## config.mk

```make
export PLATFORM = sky130hd
export DESIGN_NAME = imsm_div
export DESIGN_NICKNAME = d
export VERILOG_FILES = /design/src/rtl/core/imsm_pkg.sv /design/src/rtl/core/imsm_div.sv
export SDC_FILE = /design/constraint.sdc
export NUM_CORES = 1
export LEC_CHECK = 0
export BUFFER_PORTS_ARGS = -buffer_cell sky130_fd_sc_hd__buf_2
export CORE_MARGIN = 5
export CORE_UTILIZATION = 23
export DETAILED_ROUTE_END_ITERATION = 16
export GPL_TIMING_DRIVEN = 0
export PLACE_DENSITY = 0.37
export SYNTH_ARGS = -nofsm -noshare
export SYNTH_HDL_FRONTEND = slang
export SYNTH_SLANG_ARGS = --single-unit
```

## constraint.sdc

```tcl
create_clock -name clk -period 6 [get_ports clk]
set_input_delay 0.6 -clock clk [delete_from_list [all_inputs] [get_ports clk]]
set_output_delay 0.6 -clock clk [all_outputs]
set_load 0.05 [all_outputs]
```

## src/rtl/core/imsm_pkg.sv

```systemverilog
// ----------------------------------------------------------------------------
// imsm_pkg
// Shared types, constants and codes of the input mapping stack machine.
// ----------------------------------------------------------------------------
package imsm_pkg;

  localparam int STACK_DEPTH_DEF = 1024;
  localparam int AXIS_COUNT_DEF  = 32;
  localparam int KEY_COUNT_DEF   = 256;

  // command codes
  localparam logic [2:0] CMD_PRESS   = 3'd0;
  localparam logic [2:0] CMD_RELEASE = 3'd1;
  localparam logic [2:0] CMD_PUSH    = 3'd2;
  localparam logic [2:0] CMD_EXEC    = 3'd3;
  localparam logic [2:0] CMD_START   = 3'd4;

  // word codes
  localparam logic [3:0] OP_ADD  = 4'd0;
  localparam logic [3:0] OP_AXIS = 4'd1;
  localparam logic [3:0] OP_CLR  = 4'd2;
  localparam logic [3:0] OP_DIV  = 4'd3;
  localparam logic [3:0] OP_KEY  = 4'd4;
  localparam logic [3:0] OP_MUL  = 4'd5;
  localparam logic [3:0] OP_NEG  = 4'd6;
  localparam logic [3:0] OP_SUB  = 4'd7;
  localparam logic [3:0] OP_TRIG = 4'd8;

  // status codes
  localparam logic [2:0] ST_OK     = 3'd0;
  localparam logic [2:0] ST_OVER   = 3'd1;
  localparam logic [2:0] ST_UNDER  = 3'd2;
  localparam logic [2:0] ST_BADKEY = 3'd3;
  localparam logic [2:0] ST_SKIP   = 3'd4;
  localparam logic [2:0] ST_BADIDX = 3'd5;
  localparam logic [2:0] ST_KEYIGN = 3'd6;

  // event kinds
  localparam logic [1:0] EV_NONE = 2'd0;
  localparam logic [1:0] EV_AXIS = 2'd1;
  localparam logic [1:0] EV_TRIG = 2'd2;

  typedef enum logic [3:0] {
    S_IDLE,
    S_CLEAR,
    S_RD1,
    S_RD2,
    S_EXEC,
    S_MUL,
    S_DIV,
    S_AXRD,
    S_AXCMP,
    S_WB,
    S_OUT
  } state_t;

  // divider request and reply
  typedef struct packed {
    logic        start;
    logic [31:0] a;
    logic [31:0] b;
  } div_req_t;

  typedef struct packed {
    logic        done;
    logic [31:0] q;
  } div_rsp_t;

endpackage

```

## src/rtl/core/imsm_div.sv

```systemverilog
// ----------------------------------------------------------------------------
// imsm_div
// Iterative Q16.16 divider: (a * 2^16) / b, truncated toward zero, saturated.
// One quotient bit per cycle over a 48-bit dividend.
// ----------------------------------------------------------------------------
module imsm_div (
  input  logic                clk,
  input  logic                rst_n,
  input  imsm_pkg::div_req_t  req,
  output imsm_pkg::div_rsp_t  rsp
);

  logic [47:0] num_r, num_nxt;
  logic [31:0] den_r;
  logic [32:0] rem_r, rem_nxt;
  logic [5:0]  cnt_r;
  logic        busy_r;
  logic        neg_r;
  logic        zero_r;
  logic        done_r;
  logic [31:0] q_r;
  logic [33:0] trial;
  logic [48:0] qs;
  logic [31:0] ua;
  logic [31:0] ub;

  assign ua = req.a[31] ? (~req.a + 32'd1) : req.a;
  assign ub = req.b[31] ? (~req.b + 32'd1) : req.b;

  // restoring step
  always_comb begin
    trial   = {rem_r, num_r[47]} - {2'b00, den_r};
    num_nxt = {num_r[46:0], ~trial[33]};
    rem_nxt = trial[33] ? {rem_r[31:0], num_r[47]} : trial[32:0];
  end

  // signed quotient, saturated when loaded into q_r
  assign qs = neg_r ? (~{1'b0, num_nxt} + 49'd1) : {1'b0, num_nxt};

  always_ff @(posedge clk) begin
    if (!rst_n) begin
      busy_r <= 1'b0;
      done_r <= 1'b0;
      cnt_r  <= '0;
    end else begin
      done_r <= 1'b0;
      if (req.start) begin
        busy_r <= 1'b1;
        cnt_r  <= 6'd47;
        num_r  <= {ua, 16'd0};
        den_r  <= ub;
        rem_r  <= '0;
        neg_r  <= req.a[31] ^ req.b[31];
        zero_r <= (req.a == 32'd0);
      end else if (busy_r) begin
        num_r <= num_nxt;
        rem_r <= rem_nxt;
        cnt_r <= cnt_r - 6'd1;
        if (cnt_r == 6'd0) begin
          busy_r <= 1'b0;
          done_r <= 1'b1;
          // zero dividend gives zero, also over a zero divisor
          if (zero_r) begin
            q_r <= '0;
          end else if (!neg_r && num_nxt > 48'h0000_7FFF_FFFF) begin
            q_r <= 32'h7FFF_FFFF;
          end else if (neg_r && num_nxt > 48'h0000_8000_0000) begin
            q_r <= 32'h8000_0000;
          end else begin
            q_r <= qs[31:0];
          end
        end
      end
    end
  end

  assign rsp.done = done_r;
  assign rsp.q    = q_r;

endmodule

```

### Word level (Yosys, flattened, before mapping)

Index checks and enable logic that the tools add are counted.

| word-level totals | value |
|---|---|
| bits in registers | 155 |
| output and inout bits | 33 |
| logic and storage cells | 55 |
| input bits | 67 |

| cells by class | value |
|---|---|
| reductions and logical operators | 12 |
| order comparisons | 2 |
| multiplexer cells | 15 |
| $add $sub $neg | 5 |
| bitwise logic cells | 8 |

Operator list:

| operator | count |
|---|---|
| adder 32 x 1 -> 32 bit, second input constant | 3 |
| two-way mux 32 bit | 3 |
| two-way mux 48 bit | 2 |
| inverter 32 bit | 3 |
| two-way mux 33 bit | 2 |
| two-way mux 31 bit | 2 |
| greater-than comparator 48 x 31 -> 1 bit, second input constant | 1 |
| greater-than comparator 48 x 32 -> 1 bit, second input constant | 1 |
| subtractor 34 x 32 -> 34 bit | 1 |
| zero test 32 bit | 1 |
| two-way mux 6 bit | 2 |
| zero test 6 bit | 1 |
| subtractor 6 x 1 -> 6 bit, second input constant | 1 |
| two-way mux 1 bit | 4 |
| inverter 1 bit | 4 |
| AND reduction 2 bit | 2 |
| AND reduction 4 bit | 1 |
| OR reduction 2 bit | 2 |
| OR reduction 3 bit | 1 |
| logical AND 1 bit | 2 |
| nonzero test 2 bit | 1 |
| zero test 1 bit | 1 |
| XOR 1 bit | 1 |

### Depth between registers and ports, before layout

Gate-level depths: netlist of the first run.

| depth | value |
|---|---|
| depth after elaboration | 7 |
| mapped depth | 21 |
| depth with buffers taken out | 16 |

### Least setup slack after synthesis of the first run

Ideal clock, no wire load.

| timing path | value |
|---|---|
| path kind | register to register |
| start | register den_r[1] |
| end | register q_r[20] (data pin) |
| cell stages (with the launch flop) | 20 |
| period minus slack after synthesis | 4.533 ns |
| required time | 5.734 ns |
| setup slack | 1.467 ns |
| arrival | 4.267 ns |
| library setup time | 0.266 ns |
| path buffers | 4 |
| path through | edfxtp_1 -> inv_1 -> ha_1 -> nor2b_1 -> o2111ai_1 -> or4b_2 -> nand4_1 -> nand4_1 -> and3_1 -> clkbuf_1 -> inv_1 -> clkbuf_1 -> buf_1 -> ha_1 -> nand2b_1 -> or2_2 -> clkbuf_1 -> o31ai_1 -> xor2_1 -> o21ai_0 |

| between the ends | value |
|---|---|
| cells in the longest elaborated chain, start to end | 7 |
| elaborated cells on any way between the ends | 11 |
| those cells by class | 2 x add/sub; 2 x order compare; 3 x mux; 2 x bitwise; 2 x reduce/logical |

Ends and longest elaborated chain:

| what | RTL line | source |
|---|---|---|
| from (decl) | imsm_div.sv:14 | `logic [31:0] den_r;` |
| from (signal assigned) | imsm_div.sv:51 | `den_r <= ub;` |
| subtractor 34 x 32 -> 34 bit (*) | imsm_div.sv:32 | `trial = {rem_r, num_r[47]} - {2'b00, den_r};` |
| inverter 1 bit (*) | imsm_div.sv:33 | `num_nxt = {num_r[46:0], ~trial[33]};` |
| inverter 32 bit | imsm_div.sv:38 | `assign qs = neg_r ? (~{1'b0, num_nxt} + 49'd1) : {1'b0, num_nxt};` |
| adder 32 x 1 -> 32 bit | imsm_div.sv:38 |  |
| two-way mux 32 bit | imsm_div.sv:38 |  |
| two-way mux 32 bit | imsm_div.sv:67 | `end else if (neg_r && num_nxt > 48'h0000_8000_0000) begin` |
| two-way mux 31 bit (*) | imsm_div.sv:65 | `end else if (!neg_r && num_nxt > 48'h0000_7FFF_FFFF) begin` |
| to (signal assigned) | imsm_div.sv:70 | `q_r <= qs[31:0];` |
| to (decl) | imsm_div.sv:21 | `logic [31:0] q_r;` |

Mark *: on every way between the ends. The rest lies on a longest branch, timed or not.
A chain may end at the register's enable or synchronous reset.

### Worst setup path after layout of the first run

| timing path | value |
|---|---|
| start | register rem_r[16] |
| end | register q_r[16] (data pin) |

| between the ends | value |
|---|---|
| cells in the longest elaborated chain, start to end | 7 |
| elaborated cells on any way between the ends | 11 |
| those cells by class | 2 x add/sub; 2 x order compare; 3 x mux; 2 x bitwise; 2 x reduce/logical |

Ends and longest elaborated chain:

| what | RTL line | source |
|---|---|---|
| from (decl) | imsm_div.sv:15 | `logic [32:0] rem_r, rem_nxt;` |
| from (signal assigned) | imsm_div.sv:57 | `rem_r <= rem_nxt;` |
| subtractor 34 x 32 -> 34 bit (*) | imsm_div.sv:32 |  |
| inverter 1 bit (*) | imsm_div.sv:33 |  |
| inverter 32 bit | imsm_div.sv:38 |  |
| adder 32 x 1 -> 32 bit | imsm_div.sv:38 |  |
| two-way mux 32 bit | imsm_div.sv:38 |  |
| two-way mux 32 bit | imsm_div.sv:67 |  |
| two-way mux 31 bit (*) | imsm_div.sv:65 |  |

Marks and branches as above.

==> results of run 1 <==
## worst min path at each step
stage | cells after the start | end | slack (ns) | startpoint
detailed placement | 2 | cnt_r[1]$_SDFFE_PN0N_ | 0.56 | cnt_r[1]$_SDFFE_PN0N_
floorplan | 2 | cnt_r[1]$_SDFFE_PN0N_ | 0.53 | cnt_r[1]$_SDFFE_PN0N_
finish | 1 | den_r[0]$_DFFE_PP_ | 0.40 | req[0]
global placement | 2 | cnt_r[1]$_SDFFE_PN0N_ | 0.56 | cnt_r[1]$_SDFFE_PN0N_
global route | 1 | den_r[0]$_DFFE_PP_ | 0.39 | req[0]
CTS | 1 | den_r[0]$_DFFE_PP_ | 0.38 | req[0]
## flip-flops by register name, summed over array words and instances (netlist names)
signal	flops
rem_r	33
busy_r	1
num_r	48
cnt_r	6
neg_r	1
zero_r	1
den_r	32
q_r	32
done_r	1
## power breakdown
group / internal, mW / total [mW] / switching (mW) / leakage [nW]
combinational: 0.296 / 0.765 / 0.469 / 2.58
sequential: 1.29 / 1.34 / 0.0489 / 1.48
clock: 0.621 / 1.11 / 0.492 / 0.279
## through the flow
stage | setup TNS (ns) | std cells
after floorplan | 0 | 1016
after global placement | -2.782 | 1653
after detailed placement | -3.039 | 1654
after CTS | 0 | 1685
after global routing | 0 | 1689
final | 0 | 1689
## per-layer routing
layer / global-route usage / vias up
met2: 0.2000 / 80
li1: - / 3972
met3: 0.02168 / 21
met5: 0 / -
met1: 0.1602 / 3750
met4: 0.03202 / 2
## final cells by class
class | instances | area [um^2]
fill | 4489 | 30450
multi-input combinational | 762 | 4906
sequential | 155 | 4574
tap | 539 | 674.4
timing repair buffer | 103 | 548.0
clock buffer | 18 | 429.2
buffer | 47 | 200.2
inverter | 51 | 195.2
clock inverter | 14 | 157.7
## what timing repair did
action | in CTS | in global routing
cloned | 0 | 0
endpoints found under the setup margin | 9 | 9
pin swaps | 0 | 0
hold endpoints to repair | 0 | 0
hold buffers | 0 | 0
resized for setup | 2 | 2
buffers inserted | 0 | 4
## cell usage in the layout (no fill, tap or decap), types with 9 or more instances in the layout
cell,n
or2_2,12
clkbuf_1,32
a21oi_1,93
nand4_1,9
nor2b_1,18
o31ai_1,22
nor3_1,30
clkbuf_16,17
or4_1,16
nor2_1,84
or3_1,17
inv_1,49
ha_1,37
edfxtp_1,147
nand2_1,108
buf_1,9
nor4_1,10
xnor2_1,51
nand3_1,15
a21o_1,10
a211oi_1,18
o21ai_0,47
buf_2,100
xor2_1,56
o41ai_1,10
## cell families after synthesis
kind of cell / Yosys count
adders and majority gates: 38
buffers and inverters: 99
AOI/OAI and AO/OA: 254
xor gates and xnor gates: 107
DFF: 155
muxes: 7
and+or+nand+nor: 356
==> out/results.ini, run 1 <==
[timing]
whs_ns=0.3979
maxSlewViolCount=0
worst_pin_slew_ns=0.8425
setup_ws_ns=0.5475
period_minus_slack_ns=5.452
hold_viol=0
fmaxAchievable_mhz=183.4
setup_violations=0
slew_headroom=0.4383
rsz0062_at_grt=false
fin_crit_sh=0.9087
fin_worst_skew_ns=0.01445

[finish]
final_util=0.2773
final_cell_area_um2=11690
diodes=0
area_growth_syn_to_layout_pct=18.53
nNetsFinal=1242
drive_gt1_frac=0.1496

[drt]
dr_wl_met2_um=13510
wl_met3_um=684
wirelength_um=28260
vias=7825
drt-met1-wl_um=13670
drt_iter0_markers=394
avgViaCountPerCell=4.633
post_drt_wl_per_cell_um=16.73
ant_nets=0
drt_pass1_iterations=4
highest_layer=met5
drc=0

[worst_setup_path]
cp.arrival_ns=5.63
startpoint=rem_r[16]$_SDFFCE_PP0P_
path_class=reg -> reg
slowest_stage=clkbuf_1
critPathRequiredTime_ns=6.17
crit_path_end_kind=flip-flop
crit_fanout=10
regToRegSetupSlack_ns=0.55
cp_top_family=simple AND/OR/NAND/NOR gates
critPathMostFrequentCell=nand4_1
critical_path.startpoint_type=flip-flop
r2r-start=rem_r[16]$_SDFFCE_PP0P_
worstPathCellList=ha_1 > clkbuf_1 > nand4_1 > nor4_2 > and3_1 > nand4_1 > nand4_1 > and3_1 > clkbuf_2 > clkinvlp_4 > buf_2 > ha_1 > nand2b_1 > or2_2 > clkbuf_1 > o31ai_1 > xor2_1 > o21ai_0
r2r_end=q_r[16]$_SDFFCE_PP0P_
worstRegToRegCells=18
max_stage_delay_ns=0.43
worst-path-buf-inv=5
cp.depth=18
crit_end=q_r[16]$_SDFFCE_PP0P_

[synthesis]
syn_area_um2=9858
synthXorXnorAreaFrac=0.09506
ys.flop_type=edfxtp_1
yosys.area.top_type=edfxtp_1
yosys_warnings=0
synth_compound_area_frac=0.1649
synth.top_cell.area_share=0.4478
synth_simple_gate_area_frac=0.1800
synth_top_family_by_area=simple AND/OR/NAND/NOR gates
synth.area.mux_share=0.007234
synth_common_cells=edfxtp_1 (147), nand2_1 (108), a21oi_1 (93)
synthAdderAreaFrac=0.04899
synth_cell_type_count=65
synthCells=1016
synth.yosys.seq_area_share=0.4640
ys_seq_elements=155
syn_avg_cell_area_um2=9.703
synth_most_common_cell=edfxtp_1
synth_edf_count=147
async_flop_share=0
synth_area_leaders=edfxtp_1 (45%), xor2_1 (5.0%), a21oi_1 (4.7%)
synth_nets=1121

[cts]
clkSinkCount=155
insertion_delay_ns=0.45
cts_max_path_buffers=2
root_buffer=clkbuf_16
cts_buffers=17
tritoncts=done
htree_levels=4
clk_pin_slew_ns=0.07

[place]
dpl.hpwl_um=20990
port_buffers=98
place.gp.congestion=0.7846
place_area_um2=11060
dp_slack_ns=-0.4217

[global_route]
grt_start_max_net_pins=46
grt_pass1_vias=7874
grt_use_total=0.1197
grt_pass1_wl_um=44820
overflow=0
antenna_found_initial=1

[floorplanning]
core_area_um2=42130
core.rowCount=75
initial_core_util=0.2340
die_area_um2=47100
io_pins=100
chipHeight_um=217.0
die_w_um=217.0

[hold_path]
hold_path.class=in -> reg

[run]
cap_violations=0

[run_status]
outcome=finished clean

[power_and_ir_drop]
total_power_mw=3.214
powerDensity_nw_per_um2=275.0
leakagePower_nw=4.339
vdd_drop_max_v=0.0001320

(Power assumes the default switching activity.)
==> inputs of run 2 (changes only) <==
==> constraint.sdc (replaced) <==
create_clock -name clk -period 5.6 [get_ports clk]
set_input_delay 0.56 -clock clk [delete_from_list [all_inputs] [get_ports clk]]
set_output_delay 0.56 -clock clk [all_outputs]
set_load 0.05 [all_outputs]
==> run 2 against run 1 <==
Final cell count is essentially flat. Clock skew is essentially flat. Sequential cell count is the same. Combinational power grew 7.5%. Via count is essentially flat. Cell area is essentially flat. Critical path depth shrank 1. Power grew 7.2%. Sequential share of layout area is essentially flat. Non-clock buffer count shrank 1. Clock-buffer cell count is the same. Largest cell class unchanged. Highest routed layer unchanged.
==> out/results.ini, run 2 (synthesis gave the netlist of run 1 again) <==
[timing]
period_minus_slack_ns=5.206  ; -0.2463 ns
setup_violations=0  ; unchanged
fmaxAchievable_mhz=192.1  ; +4.7%
setup_ws_ns=0.3938  ; -0.1537 ns
slew_headroom=0.4396  ; +0.001246
maxSlewViolCount=0  ; unchanged
rsz0062_at_grt=false
fin_worst_skew_ns=0.01475  ; +0.0003036 ns
hold_viol=0  ; unchanged
fin_crit_sh=0.9297  ; +0.02093
worst_pin_slew_ns=0.8406  ; -0.001869 ns

[worst_setup_path]
cp.arrival_ns=5.38  ; -0.25 ns
worstPathCellList=ha_1 > clkbuf_1 > nand4_1 > nor4_4 > and3_1 > nand4_1 > a21o_1 > and3_1 > clkbuf_2 > clkinvlp_4 > buf_2 > ha_1 > nand2b_1 > or2_2 > o31ai_1 > xor2_1 > o21ai_0
path_class=reg -> reg
slowest_stage=or2_2
critical_path.startpoint_type=flip-flop
max_stage_delay_ns=0.45  ; +0.02 ns
crit_path_end_kind=flip-flop
crit_fanout=10  ; unchanged
critPathRequiredTime_ns=5.77  ; -0.40 ns

[run]
cap_violations=0  ; unchanged

[cts]
tritoncts=done
clkSinkCount=155  ; unchanged
cts_buffers=17  ; unchanged
htree_levels=4  ; unchanged
root_buffer=clkbuf_16
hold_buffers=0  ; unchanged
clk_pin_slew_ns=0.07  ; about the same
cts_max_path_buffers=2  ; unchanged
insertion_delay_ns=0.45  ; about the same

[global_route]
grt_pass1_wl_um=44850  ; about the same
gr-usage-met1=0.1604  ; +0.0001736
use_met2=0.2000  ; unchanged
grt.busiest_layer=met2
overflow=0  ; unchanged
antenna_found_initial=1  ; unchanged
grt_pass1_vias=7878  ; +0.051%
grt_start_max_net_pins=46  ; unchanged
gr-usage-met3=0.02168  ; unchanged
grt_use_total=0.1197  ; about the same

[drt]
drc=0  ; unchanged
drt_iter0_markers=380  ; -3.6%
wirelength_um=28250  ; about the same
avgViaCountPerCell=4.632  ; about the same
ant_nets=0  ; unchanged
post_drt_wl_per_cell_um=16.74  ; about the same
vias=7818  ; -0.089%
drt_pass1_iterations=5  ; +1

[floorplanning]
die_area_um2=47100  ; unchanged
chipHeight_um=217.0  ; unchanged
die_w_um=217.0  ; unchanged
io_pins=100  ; unchanged
initial_core_util=0.2340  ; unchanged
core_area_um2=42130  ; unchanged
core.rowCount=75  ; unchanged

[finish]
diodes=0  ; unchanged
largest_reg_flops=48  ; unchanged
top_register=num_r
drive_gt1_frac=0.1497  ; about the same
fin_cells=1688  ; -0.059%
layout_common_cells=edfxtp_1 (147), nand2_1 (108), buf_2 (100), a21oi_1 (93), nor2_1 (84)
nNetsFinal=1241  ; -0.081%
layout_commonest_cell=edfxtp_1
reg_top3=num_r (48), rem_r (33)
n_fill_cell=4489  ; unchanged
area_growth_syn_to_layout_pct=18.58  ; about the same

[power_and_ir_drop]
leakagePower_nw=4.346  ; +0.17%
vdd_drop_max_v=0.0001414  ; +7.2%
powerDensity_nw_per_um2=294.7  ; +7.2%

[place]
dp_slack_ns=-0.8217  ; -0.4000 ns
dp.cells=1654  ; unchanged
port_buffers=98  ; unchanged
place.gp.congestion=0.7846  ; unchanged
dpl.hpwl_um=20990  ; unchanged

[hold_path]
hold_path.class=in -> reg

[run_status]
outcome=finished clean

==> run 2: cell count changes in the layout (fill, tap and decap cells not counted) <==
| cell | before | now |
|---|---|---|
| clkbuf_1 | 32 | 31 |
| nor4_4 | 0 | 1 |
| nor4_2 | 1 | 0 |
==> run 2: path summary, 6_finish.rpt <==
path	startpoint	end	slack (ns)	cells after the start
worst max-delay path	rem_r[16]$_SDFFCE_PP0P_	q_r[16]$_SDFFCE_PP0P_	0.39	17
worst min-delay path	req[0]	den_r[0]$_DFFE_PP_	0.36	1
worst max register to register	rem_r[16]$_SDFFCE_PP0P_	q_r[16]$_SDFFCE_PP0P_	0.39	17
worst min register to register	cnt_r[1]$_SDFFE_PN0N_	cnt_r[1]$_SDFFE_PN0N_	0.57	2
==> run 2: power breakdown <==
part           switching (mW)  internal (mW)  total, mW
clock                   0.527          0.665       1.19
sequential             0.0525           1.38       1.43
combinational           0.504          0.318      0.822
==> run 2: area by class of cell <==
| cell class | count | area [um^2] | area share |
|---|---|---|---|
| buffer | 46 | 196.4 | 0.01680 |
| clock buffer | 18 | 429.2 | 0.03671 |
| clock inverter | 14 | 157.7 | 0.01349 |
| inverter | 51 | 195.2 | 0.01670 |
| multi-input combinational | 762 | 4915 | 0.4204 |
| sequential | 155 | 4574 | 0.3913 |
| tap | 539 | 674.4 | 0.05769 |
| timing repair buffer | 103 | 548.0 | 0.04688 |
==> run 2: per-stage QoR <==
| stage | total power [mW] | util | TNS [ns] | cell area (um^2) | hold slack (ns) |
|---|---|---|---|---|---|
| after floorplan | 2.021 | - | 0 | 9858 | 0.5299 |
| after global placement | 2.277 | 0.2616 | -6.735 | 11020 | 0.5604 |
| after detailed placement | 2.272 | 0.2625 | -7.211 | 11060 | 0.5619 |
| after CTS | 3.490 | 0.2766 | 0 | 11650 | 0.3363 |
| after global routing | 3.650 | 0.2774 | 0 | 11690 | 0.3495 |
| final | 3.445 | 0.2774 | 0 | 11690 | 0.3580 |
==> run 2: metal layers <==
| metal | share of wire | vias up |
|---|---|---|
| met5 | 0.00032 | - |
| met4 | 0.014 | 2 |
| met3 | 0.024 | 21 |
| met2 | 0.48 | 76 |
| met1 | 0.48 | 3747 |
| li1 | - | 3972 |
==> run 2: critical path: cells and delay by family, from the launching register on <==
kind	cells	cell delay, ns
adder cells (fa/ha/maj)	2	0.51
AND/OR/NAND/NOR	7	1.97
buffers and inverters	4	1.13
AO/OA/AOI/OAI	3	0.67
flip-flops	1	0.40
XOR/XNOR	1	0.25
==> run 2: repair_timing <==
item                                    4_1_cts  5_1_grt
endpoints found under the setup margin       14        9
setup buffers                                 0        4
gates resized for setup                       4        1
==> inputs of run 3 (changes only) <==
--- a/config.mk
+++ b/config.mk
@@ -6,7 +6,7 @@
 export NUM_CORES = 1
 export LEC_CHECK = 0
 export BUFFER_PORTS_ARGS = -buffer_cell sky130_fd_sc_hd__buf_2
-export CORE_MARGIN = 5
+export CORE_MARGIN = 2
 export CORE_UTILIZATION = 23
 export DETAILED_ROUTE_END_ITERATION = 16
 export GPL_TIMING_DRIVEN = 0
==> run 3 against run 2 <==
Via count grew 0.31%. First-iteration DRC count grew 17%. Clock power is essentially flat. Sequential cell count is the same. Critical endpoint unchanged. Largest power group unchanged.
==> out/results.ini, run 3 (synthesis gave the netlist of run 1 again) <==
[floorplanning]
chipHeight_um=211.0  ; -2.8%
initial_core_util=0.2340  ; unchanged
core_area_um2=42130  ; unchanged
die_area_um2=44530  ; -5.5%
die_w_um=211.0  ; -2.8%
io_pins=100  ; unchanged
core.rowCount=75  ; unchanged

[worst_setup_path]
r2r-start=rem_r[16]$_SDFFCE_PP0P_
slowest_stage=clkbuf_2
critPathMostFrequentCell=nand4_1
max_stage_delay_ns=0.41  ; -0.04 ns
path_class=reg -> reg
critical_path.startpoint_type=flip-flop
cp_top_family=simple AND/OR/NAND/NOR gates
worst-path-buf-inv=3  ; -1
cp.arrival_ns=5.12  ; -0.26 ns
critPathRequiredTime_ns=5.78  ; about the same
crit_fanout=11  ; +1
startpoint=rem_r[16]$_SDFFCE_PP0P_
crit_path_end_kind=flip-flop
worstPathCellList=ha_1 > clkbuf_1 > nand4_1 > nor4_2 > and3_1 > nand4_1 > nand4_1 > and3_1 > clkbuf_2 > clkinvlp_4 > ha_1 > nand2b_1 > or2_2 > o31ai_1 > xor2_1 > o21ai_0

[global_route]
overflow=0  ; unchanged
antenna_found_initial=1  ; unchanged
grt_pass1_vias=7744  ; -1.7%
grt_start_max_net_pins=47  ; +2.2%
grt_pass1_wl_um=44330  ; -1.2%
grt_use_total=0.1282  ; +0.008459

[finish]
largest_reg_flops=48  ; unchanged
drive_gt1_frac=0.1473  ; -0.002354
final_cell_area_um2=11670  ; -0.19%
top_register=num_r
layout_common_cells=edfxtp_1 (147), nand2_1 (108), buf_2 (99), a21oi_1 (93), nor2_1 (84)
fin_cells=1686  ; -0.12%
diodes=0  ; unchanged
nNetsFinal=1239  ; -0.16%
n_fill_cell=4470  ; -0.42%
area_growth_syn_to_layout_pct=18.35
layout_commonest_cell=edfxtp_1
reg_top3=num_r (48), rem_r (33)

[timing]
slew_headroom=0.4319  ; -0.007640
fin_worst_skew_ns=0.01480  ; +0.00004660 ns
fin_crit_sh=0.8821  ; -0.04760
setup_violations=0  ; unchanged
fmaxAchievable_mhz=202.4  ; +5.4%
hold_viol=0  ; unchanged
worst_pin_slew_ns=0.8521  ; +0.01146 ns
period_minus_slack_ns=4.940  ; -0.2666 ns
rsz0062_at_grt=false
setup_ws_ns=0.6604  ; +0.2666 ns
maxSlewViolCount=0  ; unchanged

[hold_path]
hp-start=req[0]
hold_path.class=in -> reg

[drt]
drt-met1-wl_um=13130  ; -3.9%
avgViaCountPerCell=4.651  ; +0.43%
vias=7842  ; +0.31%
drt_iter0_markers=446  ; +17%
wl_met3_um=1071  ; +60%
post_drt_wl_per_cell_um=16.45  ; -1.7%
wirelength_um=27730  ; -1.8%
dr_wl_met2_um=13100  ; -3.1%
ant_nets=0  ; unchanged
drc=0  ; unchanged
highest_layer=met5
drt_pass1_iterations=5  ; unchanged

[power_and_ir_drop]
leakagePower_nw=4.318  ; -0.65%
powerDensity_nw_per_um2=294.9  ; about the same
p_seq_frac=0.416  ; about the same
swShare=0.3158  ; +0.001278
vdd_drop_max_v=0.0001666  ; +18%
intPower_mw=2.354  ; -0.31%
combPwrFrac=0.236  ; -0.002
total_power_mw=3.441  ; -0.12%
power.switching_mw=1.087  ; +0.28%
clockPowerShare=0.348  ; +0.002

[cts]
insertion_delay_ns=0.45  ; about the same
hold_buffers=0  ; unchanged
clk_pin_slew_ns=0.07  ; about the same
tritoncts=done
clkSinkCount=155  ; unchanged
root_buffer=clkbuf_16
cts_buffers=17  ; unchanged
htree_levels=4  ; unchanged
cts_max_path_buffers=2  ; unchanged

[run]
cap_violations=0  ; unchanged

[place]
dp_slack_ns=-0.8399  ; -0.01824 ns
port_buffers=98  ; unchanged
dpl.hpwl_um=20550  ; -2.1%
place_area_um2=11060  ; unchanged
dp.cells=1654  ; unchanged
place.gp.congestion=0.7724  ; -1.6%

[run_status]
outcome=finished clean

[run 3: changes by cell type in the layout (fill, tap and decap cells not counted), sizes merged]
cell,delta
clkinvlp,+3
clkbuf,-1
clkinv,-1
buf,-3
[run 3: path summary, 6_finish.rpt]
path / end / slack, ns / cells past startpoint
max: q_r[16]$_SDFFCE_PP0P_ / 0.66 / 16
min: den_r[0]$_DFFE_PP_ / 0.35 / 1
max reg2reg: q_r[16]$_SDFFCE_PP0P_ / 0.66 / 16
min reg2reg: cnt_r[5]$_SDFFE_PN0N_ / 0.58 / 2
[run 3: metal layers]
metal  GRT usage  vias to the layer above
li1            -                     3953
met1      0.1712                     3720
met2      0.2088                      139
met3     0.02691                       28
met4     0.03715                        2
met5           0                        -
[run 3: final cells by class]
cell class                      instances  area, um^2  share of cell area
Multi-Input combinational cell        762        4906              0.4205
Sequential cell                       155        4574              0.3921
Tap cell                              539       674.4             0.05780
Timing Repair Buffer                  101       533.0             0.04568
Clock buffer                           17       425.4             0.03646
Inverter                               51       195.2             0.01673
Buffer                                 45       191.4             0.01641
Clock inverter                         15       162.7             0.01394
Timing Repair inverter                  1       5.005           0.0004290
[run 3: worst reg2reg max path, cell delays in order, from the launching register on]
cell        delay (ns)
edfxtp_1          0.40
ha_1              0.28
clkbuf_1          0.31
nand4_1           0.25
nor4_2            0.35
and3_1            0.22
nand4_1           0.27
nand4_1           0.23
and3_1            0.36
clkbuf_2          0.41
clkinvlp_4        0.28
ha_1              0.29
nand2b_1          0.26
or2_2             0.32
o31ai_1           0.11
xor2_1            0.22
o21ai_0           0.11
[run 3: timing repair]
action	in CTS	in global routing
pin swaps	0	0
resized for setup	3	0
gates cloned	1	0
setup endpoints to repair	14	9
buffers inserted	0	2
[run 3: power by group through the flow]
stage	Clock [mW]	Sequential, mW	Combinational (mW)
floorplan	0	1.44	0.578
global placement	0	1.46	0.815
detailed placement	0	1.46	0.815
CTS	1.24	1.43	0.823
global route	1.27	1.44	0.924
finish	1.20	1.43	0.813
[run 3: metrics by stage]
step           hold WS, ns  TNS, ns    util
3_3_place_gp        0.5630   -6.900  0.2616
2_1_floorplan       0.5299        0       -
5_1_grt             0.3383        0  0.2769
4_1_cts             0.3293        0  0.2766
6_report            0.3462        0  0.2769
3_5_place_dp        0.5645   -7.327  0.2625
